### config.mk
export PLATFORM = sky130hd
export DESIGN_NAME = bounded_ordered_list
export DESIGN_NICKNAME = d
export VERILOG_FILES = /design/src/hw/rtl/bol_pkg.sv /design/src/hw/rtl/bol_cell.sv /design/src/hw/rtl/bol_prefix.sv /design/src/hw/rtl/bounded_ordered_list.sv
export SDC_FILE = /design/constraint.sdc
export NUM_CORES = 2
export LEC_CHECK = 0
export BUFFER_PORTS_ARGS = -buffer_cell sky130_fd_sc_hd__clkbuf_2
export CAP_MARGIN = 20
export CORE_MARGIN = 2
export CORE_UTILIZATION = 40
export CTS_BUF_LIST = sky130_fd_sc_hd__clkbuf_4 sky130_fd_sc_hd__clkbuf_8
export DETAILED_ROUTE_END_ITERATION = 8
export HOLD_SLACK_MARGIN = 0.03
export PLACE_DENSITY = 0.65
export SLEW_MARGIN = 10
export SYNTH_ARGS = -nofsm -noshare
export SYNTH_HDL_FRONTEND = slang
export SYNTH_HIERARCHICAL = 1
export SYNTH_SLANG_ARGS = --single-unit
export TNS_END_PERCENT = 20
### constraint.sdc
create_clock -name clk -period 5.5 [get_ports clk]
set_clock_uncertainty 0.05 [all_clocks]
set_input_delay 0.825 -clock clk [delete_from_list [all_inputs] [get_ports clk]]
set_output_delay 0.825 -clock clk [all_outputs]
set_load 0.01 [all_outputs]
### src/hw/rtl/bol_pkg.sv
// Shared types, field widths and operation codes for the bounded ordered list.
package bol_pkg;

	localparam int DEF_CAPACITY   = 16;
	localparam int DEF_DATA_WIDTH = 32;

	localparam int MODE_W   = 4;
	localparam int VALUE_W  = 32;
	localparam int POS_W    = 4;
	localparam int STATUS_W = 2;
	localparam int COUNT_W  = 5;

	localparam logic [MODE_W-1:0] MODE_PUSH_FRONT   = 4'd0;
	localparam logic [MODE_W-1:0] MODE_PUSH_BACK    = 4'd1;
	localparam logic [MODE_W-1:0] MODE_POP_FRONT    = 4'd2;
	localparam logic [MODE_W-1:0] MODE_POP_BACK     = 4'd3;
	localparam logic [MODE_W-1:0] MODE_INSERT       = 4'd4;
	localparam logic [MODE_W-1:0] MODE_REMOVE_AT    = 4'd5;
	localparam logic [MODE_W-1:0] MODE_REMOVE_VALUE = 4'd6;
	localparam logic [MODE_W-1:0] MODE_FIND         = 4'd7;
	localparam logic [MODE_W-1:0] MODE_CLEAR        = 4'd8;

	localparam logic [STATUS_W-1:0] ST_OK      = 2'd0;
	localparam logic [STATUS_W-1:0] ST_EMPTY   = 2'd1;
	localparam logic [STATUS_W-1:0] ST_FULL    = 2'd2;
	localparam logic [STATUS_W-1:0] ST_MISSING = 2'd3;

	typedef enum logic [1:0] {
		SEL_HOLD,
		SEL_LEFT,
		SEL_RIGHT,
		SEL_VALUE
	} cell_sel_t;

	typedef struct packed {
		cell_sel_t sel;
		logic      occupied;
	} cell_ctrl_t;

endpackage

### src/hw/rtl/bol_cell.sv
// One storage cell of the list chain: holds a word and flags a match against the search word.
module bol_cell #(
	parameter int DATA_WIDTH = bol_pkg::DEF_DATA_WIDTH
) (
	input  logic                  clk,
	input  bol_pkg::cell_ctrl_t   ctrl,
	input  logic [DATA_WIDTH-1:0] left_word,
	input  logic [DATA_WIDTH-1:0] right_word,
	input  logic [DATA_WIDTH-1:0] new_word,
	output logic [DATA_WIDTH-1:0] word,
	output logic                  match
);
	import bol_pkg::*;

	logic [DATA_WIDTH-1:0] word_q;
	logic                  match_q;

	always_ff @(posedge clk) begin
		unique case (ctrl.sel)
			SEL_HOLD:  word_q <= word_q;
			SEL_LEFT:  word_q <= left_word;
			SEL_RIGHT: word_q <= right_word;
			SEL_VALUE: word_q <= new_word;
		endcase
		match_q <= ctrl.occupied && (word_q == new_word);
	end

	assign word  = word_q;
	assign match = match_q;

endmodule

### src/hw/rtl/bol_prefix.sv
// Log-depth inclusive prefix OR over the match flags of the cell chain.
module bol_prefix #(
	parameter int WIDTH = bol_pkg::DEF_CAPACITY
) (
	input  logic [WIDTH-1:0] flags,
	output logic [WIDTH-1:0] prefix
);
	localparam int LEVELS = (WIDTH > 1) ? $clog2(WIDTH) : 1;

	logic [WIDTH-1:0] level_q [LEVELS+1];

	assign level_q[0] = flags;

	for (genvar l = 0; l < LEVELS; l++) begin : g_level
		for (genvar i = 0; i < WIDTH; i++) begin : g_bit
			if (i >= (1 << l)) begin : g_or
				assign level_q[l+1][i] = level_q[l][i] | level_q[l][i-(1<<l)];
			end else begin : g_pass
				assign level_q[l+1][i] = level_q[l][i];
			end
		end
	end

	assign prefix = level_q[LEVELS];

endmodule

### src/hw/rtl/bounded_ordered_list.sv
// Top level of the bounded ordered list: control, cell chain and result register.
// The list is a chain of CAPACITY cells, front at cell zero, where every cell
// either keeps its word or takes the word of its left or right neighbor or the
// input word, so pushes, pops, inserts and removals anywhere take effect on the
// list in a single update step. Each transaction passes through an accept step,
// a compare step in which every cell compares its word with the input word, an
// update step for the chain and the count, and a report step that reads the front
// and back words of the updated list into the result register once that register
// is free or being taken, which raises out_valid. One operation is in flight at a
// time; the next transaction is taken as soon as the previous result is loaded,
// even while that result still waits on out_ready. Cell contents start undefined
// and only occupied cells are read, so there is no clearing pass after reset.
module bounded_ordered_list #(
	parameter int CAPACITY   = bol_pkg::DEF_CAPACITY,
	parameter int DATA_WIDTH = bol_pkg::DEF_DATA_WIDTH
) (
	input  logic                         clk,
	input  logic                         arst_n,
	input  logic                         in_valid,
	output logic                         in_ready,
	input  logic [bol_pkg::MODE_W-1:0]   mode,
	input  logic [bol_pkg::VALUE_W-1:0]  value,
	input  logic [bol_pkg::POS_W-1:0]    position,
	output logic                         out_valid,
	input  logic                         out_ready,
	output logic [bol_pkg::STATUS_W-1:0] status,
	output logic [bol_pkg::VALUE_W-1:0]  value_out,
	output logic [bol_pkg::POS_W-1:0]    found_position,
	output logic [bol_pkg::COUNT_W-1:0]  entry_count,
	output logic [bol_pkg::VALUE_W-1:0]  front_word,
	output logic [bol_pkg::VALUE_W-1:0]  back_word
);
	import bol_pkg::*;

	localparam int CNT_W = $clog2(CAPACITY + 1);

	localparam logic [1:0] S_IDLE   = 2'd0;
	localparam logic [1:0] S_MATCH  = 2'd1;
	localparam logic [1:0] S_APPLY  = 2'd2;
	localparam logic [1:0] S_REPORT = 2'd3;

	logic [1:0]          state_q;
	logic [CNT_W-1:0]    count_q;
	logic [MODE_W-1:0]   mode_q;
	logic [VALUE_W-1:0]  value_q;
	logic [POS_W-1:0]    pos_q;

	logic [STATUS_W-1:0] res_status_q;
	logic [VALUE_W-1:0]  res_popped_q;
	logic [POS_W-1:0]    res_found_q;

	logic                out_valid_q;
	logic [STATUS_W-1:0] out_status_q;
	logic [VALUE_W-1:0]  out_value_q;
	logic [POS_W-1:0]    out_found_q;
	logic [COUNT_W-1:0]  out_count_q;
	logic [VALUE_W-1:0]  out_front_q;
	logic [VALUE_W-1:0]  out_back_q;

	logic [DATA_WIDTH-1:0] cell_word [CAPACITY];
	cell_ctrl_t            cell_ctrl [CAPACITY];
	logic [CAPACITY-1:0]   match_vec;
	logic [CAPACITY-1:0]   match_pfx;
	logic [CAPACITY-1:0]   first_vec;

	logic [63:0]           value_ext;
	logic [DATA_WIDTH-1:0] value_dw;
	logic [DATA_WIDTH-1:0] front_c;
	logic [DATA_WIDTH-1:0] back_c;
	logic [63:0]           front_ext;
	logic [63:0]           back_ext;
	logic [31:0]           count_ext;

	logic                  full_c;
	logic                  empty_c;
	logic                  pos_ok_c;
	logic                  any_match_c;
	logic [POS_W-1:0]      found_c;
	logic [STATUS_W-1:0]   status_c;
	logic [VALUE_W-1:0]    popped_c;
	logic [POS_W-1:0]      found_pos_c;
	logic [CNT_W-1:0]      count_next_c;
	logic                  report_load;

	assign value_ext = 64'(value_q);
	assign value_dw  = value_ext[DATA_WIDTH-1:0];

	for (genvar i = 0; i < CAPACITY; i++) begin : g_cell
		localparam logic [31:0] IDX = i;
		logic [DATA_WIDTH-1:0] left_w;
		logic [DATA_WIDTH-1:0] right_w;
		cell_sel_t             sel_c;

		if (i == 0) begin : g_first
			assign left_w = value_dw;
		end else begin : g_inner_l
			assign left_w = cell_word[i-1];
		end

		if (i == CAPACITY - 1) begin : g_last
			assign right_w = '0;
		end else begin : g_inner_r
			assign right_w = cell_word[i+1];
		end

		always_comb begin
			sel_c = SEL_HOLD;
			if (state_q == S_APPLY && status_c == ST_OK) begin
				unique case (mode_q)
					MODE_PUSH_FRONT: sel_c = SEL_LEFT;
					MODE_PUSH_BACK: begin
						if (IDX == 32'(count_q)) sel_c = SEL_VALUE;
					end
					MODE_POP_FRONT: sel_c = SEL_RIGHT;
					MODE_INSERT: begin
						if (IDX > 32'(pos_q)) sel_c = SEL_LEFT;
						else if (IDX == 32'(pos_q)) sel_c = SEL_VALUE;
					end
					MODE_REMOVE_AT: begin
						if (IDX >= 32'(pos_q)) sel_c = SEL_RIGHT;
					end
					MODE_REMOVE_VALUE: begin
						if (match_pfx[i]) sel_c = SEL_RIGHT;
					end
					default: sel_c = SEL_HOLD;
				endcase
			end
		end

		assign cell_ctrl[i].sel      = sel_c;
		assign cell_ctrl[i].occupied = (IDX < 32'(count_q));

		if (i == 0) begin : g_first_m
			assign first_vec[i] = match_vec[i];
		end else begin : g_inner_m
			assign first_vec[i] = match_vec[i] & ~match_pfx[i-1];
		end

		bol_cell #(
			.DATA_WIDTH(DATA_WIDTH)
		) u_cell (
			.clk       (clk),
			.ctrl      (cell_ctrl[i]),
			.left_word (left_w),
			.right_word(right_w),
			.new_word  (value_dw),
			.word      (cell_word[i]),
			.match     (match_vec[i])
		);
	end

	bol_prefix #(
		.WIDTH(CAPACITY)
	) u_prefix (
		.flags (match_vec),
		.prefix(match_pfx)
	);

	always_comb begin
		logic [31:0] idx;
		front_c = (count_q != '0) ? cell_word[0] : '0;
		back_c  = '0;
		found_c = '0;
		for (int i = 0; i < CAPACITY; i++) begin
			idx = 32'(i);
			if (idx + 32'd1 == 32'(count_q)) back_c = back_c | cell_word[i];
			if (first_vec[i]) found_c = found_c | idx[POS_W-1:0];
		end
	end

	assign front_ext = 64'(front_c);
	assign back_ext  = 64'(back_c);
	assign count_ext = 32'(count_q);

	assign full_c      = (count_ext >= 32'(CAPACITY));
	assign empty_c     = (count_q == '0);
	assign pos_ok_c    = (32'(pos_q) < count_ext);
	assign any_match_c = match_pfx[CAPACITY-1];

	always_comb begin
		status_c     = ST_OK;
		popped_c     = '0;
		found_pos_c  = '0;
		count_next_c = count_q;
		unique case (mode_q)
			MODE_PUSH_FRONT, MODE_PUSH_BACK: begin
				if (full_c) status_c = ST_FULL;
				else count_next_c = count_q + CNT_W'(1);
			end
			MODE_POP_FRONT: begin
				if (empty_c) begin
					status_c = ST_EMPTY;
				end else begin
					popped_c     = front_ext[VALUE_W-1:0];
					count_next_c = count_q - CNT_W'(1);
				end
			end
			MODE_POP_BACK: begin
				if (empty_c) begin
					status_c = ST_EMPTY;
				end else begin
					popped_c     = back_ext[VALUE_W-1:0];
					count_next_c = count_q - CNT_W'(1);
				end
			end
			MODE_INSERT: begin
				if (!pos_ok_c) status_c = ST_MISSING;
				else if (full_c) status_c = ST_FULL;
				else count_next_c = count_q + CNT_W'(1);
			end
			MODE_REMOVE_AT: begin
				if (!pos_ok_c) status_c = ST_MISSING;
				else count_next_c = count_q - CNT_W'(1);
			end
			MODE_REMOVE_VALUE: begin
				if (!any_match_c) status_c = ST_MISSING;
				else count_next_c = count_q - CNT_W'(1);
			end
			MODE_FIND: begin
				if (!any_match_c) status_c = ST_MISSING;
				else found_pos_c = found_c;
			end
			MODE_CLEAR: count_next_c = '0;
			default: status_c = ST_OK;
		endcase
	end

	assign in_ready    = (state_q == S_IDLE);
	assign report_load = (state_q == S_REPORT) && (!out_valid_q || out_ready);

	always_ff @(posedge clk or negedge arst_n) begin
		if (!arst_n) begin
			state_q     <= S_IDLE;
			count_q     <= '0;
			out_valid_q <= 1'b0;
		end else begin
			unique case (state_q)
				S_IDLE: begin
					if (in_valid) state_q <= S_MATCH;
				end
				S_MATCH: state_q <= S_APPLY;
				S_APPLY: begin
					count_q <= count_next_c;
					state_q <= S_REPORT;
				end
				S_REPORT: begin
					if (report_load) state_q <= S_IDLE;
				end
			endcase
			if (report_load) out_valid_q <= 1'b1;
			else if (out_ready) out_valid_q <= 1'b0;
		end
	end

	always_ff @(posedge clk) begin
		if (in_valid && in_ready) begin
			mode_q  <= mode;
			value_q <= value;
			pos_q   <= position;
		end
		if (state_q == S_APPLY) begin
			res_status_q <= status_c;
			res_popped_q <= popped_c;
			res_found_q  <= found_pos_c;
		end
		if (report_load) begin
			out_status_q <= res_status_q;
			out_value_q  <= res_popped_q;
			out_found_q  <= res_found_q;
			out_count_q  <= count_ext[COUNT_W-1:0];
			out_front_q  <= front_ext[VALUE_W-1:0];
			out_back_q   <= back_ext[VALUE_W-1:0];
		end
	end

	assign out_valid      = out_valid_q;
	assign status         = out_status_q;
	assign value_out      = out_value_q;
	assign found_position = out_found_q;
	assign entry_count    = out_count_q;
	assign front_word     = out_front_q;
	assign back_word      = out_back_q;

	a_count_bound: assert property (@(posedge clk) disable iff (!arst_n)
		count_ext <= 32'(CAPACITY))
		else $error("Word count exceeds capacity.");

	a_accept_starts: assert property (@(posedge clk) disable iff (!arst_n)
		(in_valid && in_ready) |=> (state_q == S_MATCH))
		else $error("Accepted transaction did not start the compare step.");

	a_result_from_report: assert property (@(posedge clk) disable iff (!arst_n)
		$rose(out_valid_q) |-> ($past(state_q) == S_REPORT))
		else $error("Result appeared without a report step.");

	a_count_only_in_apply: assert property (@(posedge clk) disable iff (!arst_n)
		(state_q != S_APPLY) |=> $stable(count_q))
		else $error("Word count changed outside the update step.");

endmodule

==> results.yml <==
run_status:
  status: "finished, final reports clean"
pwr:
  peakVddDrop_mv: 0.2602
  power.leakage_nw: 16.59
  power_density_nw_per_um2: 435.5
clock_tree:
  cts_buffers: 134
  path_clk_slew_ps: 60
  cts_root_buf: "clkbuf_8"
  cts_tree: "built"
  insertion_delay_ps: 860
  postCtsHoldBufs: 1
  clock-sinks: 721
  cts_setup_buffers: 0
  cts_resized: 0
  clockBufferDepth: 3
  htreeDepth: 4
yosys:
  synth.area.mux_share_pct: 13.84
  synth-simple-area-share_pct: 11.76
  yosysWarnings: 6
  syn-instance-count: 4065
  synthMostInstantiatedCell: "edfxtp_1"
  synth-xor-area-share_pct: 10.18
  synth_edf_count: 697
  yosys.area_share.adder_pct: 0.3124
  synth_area_leaders: "edfxtp_1 (48%), mux2i_1 (14%), xor2_1 (9.9%)"
  yosysUniqueCellTypes: 79
  synth-compound-area-share_pct: 11.84
  ys_seq_area_share_pct: 48.69
  avgSynthCellArea_um2: 10.84
  ys_ff_latch: 721
  ys.flop_type: "edfxtp_1"
  yosys.area.top_type: "edfxtp_1"
  synth_top_family_by_area: "multiplexers"
  synth_top_area_share_pct: 47.50
  synth_common_cells: "edfxtp_1 (697), mux2i_1 (607), nor2_1 (561)"
  synthArstFlopShare_pct: 1.110
  netlist_area_um2: 44060
setup_path:
  cp_max_fo: 25
  critPathKind: "flop to flop"
  worstReg2RegStart: "count_q[1]"
  rr_worst_depth: 10
  regToRegSetupSlack_ps: 880
  rr_endpoint: "g_cell[3].u_cell/word[26]"
  worstSetupStartpointType: "flop"
  cp-end-kind: "flop"
  cp.arrival_ps: 5150
  cp.required_ps: 6030
finish:
  utilization_pct: 45.51
  syn_to_final_growth_pct: 12.60
  final_nets: 4302
  drive_above_1_share_pct: 13.96
place:
  gp_congestion: 1.034
  port_buffers: 152
  dpl.hpwl_mm: 130.5
grt:
  grt_pass1_wl_mm: 270.0
  grtUsageTotal_pct: 33.77
  antenna_found_initial: 17
  grt_pass1_vias: 35363
  grt_max_degree: 113
  grt_overflow: 0
drt:
  drtPass1Iterations: 8
  drc: 0
  routed_wl_mm: 195.7
  ant_nets: 0
  avgRoutedWirePerCell_um: 33.93
  vias: 37565
  drt-initial-drc-count: 5991
  avgViaCountPerCell: 6.513
timing:
  setup_viol: 0
  layout_min_cycle_time_ps: 4622
  relSlewSlack_pct: 7.441
  period_share_pct: 84.04
  rsz0062_at_grt: "no"
  drv_slew: 0
  hold_slack_ps: 110.9
  finalHoldViolations: 0
  worst_pin_slew_ps: 1388
  fmax_mhz: 216.3
  setup_tns_ps: 0
min_path:
  holdPathEnd: "mode_q[1]"
  holdPathStages: 1
  min_from: "mode[1]"
  hold_path.class: "input port to flop"
die:
  rows: 121
  die_area_um2: 112800
  start_util_pct: 40.42
  chipHeight_um: 335.9
  fp.dieW_um: 335.9
  boundaryPins: 153
  core_um2: 109000
job:
  maxCapViolCount: 0
-- stage by stage --
stage	std cells	total power, mW	setup WS, ps	instance area (um2)
after floorplan	4096	12.29	1444	44180
after global placement	5517	15.80	1083	46830
after detailed placement	5521	15.89	1015	46910
after CTS	5759	21.15	985.6	49520
after global routing	5764	22.06	785.6	49600
final	5768	21.60	877.6	49610
-- worst max path at each step --
stage,from,to,slack [ps],cells past startpoint
final,count_q[1],g_cell[3].u_cell/word[26],880,10
after global routing,g_cell[0].u_cell/match,g_cell[3].u_cell/word[26],790,11
after CTS,count_q[1],g_cell[3].u_cell/word[26],990,10
after detailed placement,count_q[1],g_cell[3].u_cell/word[20],1010,10
after global placement,count_q[1],g_cell[3].u_cell/word[20],1080,11
after floorplan,count_q[3],g_cell[15].u_cell/word[0],1440,13
-- flip-flops by register name, summed over array words and instances (netlist names), 5 cells and up --
register / cells
count_q: 5
res_popped_q: 32
value_out: 32
g_cell.left_w: 32
back_word: 32
front_word: 32
g_cell.u_cell/match: 16
g_cell.u_cell/word: 512
entry_count: 5
-- routing by layer --
metal | vias up | GRT usage [%] | wire [um]
li1 | 15569 | - | -
met1 | 18034 | 41.19 | 69610
met2 | 3119 | 48.27 | 80230
met3 | 827 | 11.54 | 26930
met4 | 16 | 27.55 | 18810
met5 | - | 0 | 103
-- report_power, final --
group	total [mW]	switching (mW)	internal, mW
clock	5.28	2.47	2.81
combinational	7.99	5.67	2.32
sequential	8.33	0.967	7.37
-- critical path, stage by stage, from the launching register on --
cell and delay, ps:
dfrtp_1 380, inv_1 260, ha_1 630, nor4b_4 360, a32oi_1 120, o211ai_1 180, a21o_2 870, buf_4 360
a31oi_4 40, or2_2 740, buf_4 360
-- layout by cell type (no fill, tap or decap), drive strengths merged, types with 11 or more instances in the layout --
cell type    n
a22o        58
nor2       561
nor3        53
or2         19
a32oi       16
nor4       122
ha          11
nand2       57
o21ai       36
a21oi      538
dfxtp       16
xor2       496
inv         31
and3        27
a221oi      34
mux2i      607
buf        139
nand4       32
a32o        43
xnor2       16
o22ai       22
edfxtp     697
clkinv      34
nor2b       47
a22oi       16
a31oi       27
conb        32
clkbuf     344
a221o       14
nand3       71
-- layout make-up --
| cell class | count | area [um2] |
|---|---|---|
| Fill cell | 10198 | 59390 |
| Multi-Input combinational cell | 3071 | 21740 |
| Sequential cell | 721 | 21450 |
| Clock buffer | 192 | 2330 |
| Timing Repair Buffer | 292 | 1934 |
| Tap cell | 1414 | 1769 |
| Clock inverter | 45 | 271.5 |
| Inverter | 27 | 101.3 |
| Antenna cell | 6 | 15.01 |
-- logic make-up (layout without fill, tap and decap cells) --
| kind of cell | Yosys count | count (layout) |
|---|---|---|
| muxes | 609 | 609 |
| buffers and inverters | 304 | 556 |
| adders and majority gates | 11 | 11 |
| other | 1 | 38 |
| xor gates and xnor gates | 512 | 512 |
| DFF | 721 | 721 |
| AOI/OAI and AO/OA | 851 | 851 |
| and+or+nand+nor | 1056 | 1056 |
No activity file was read; power rests on OpenSTA's default activity.
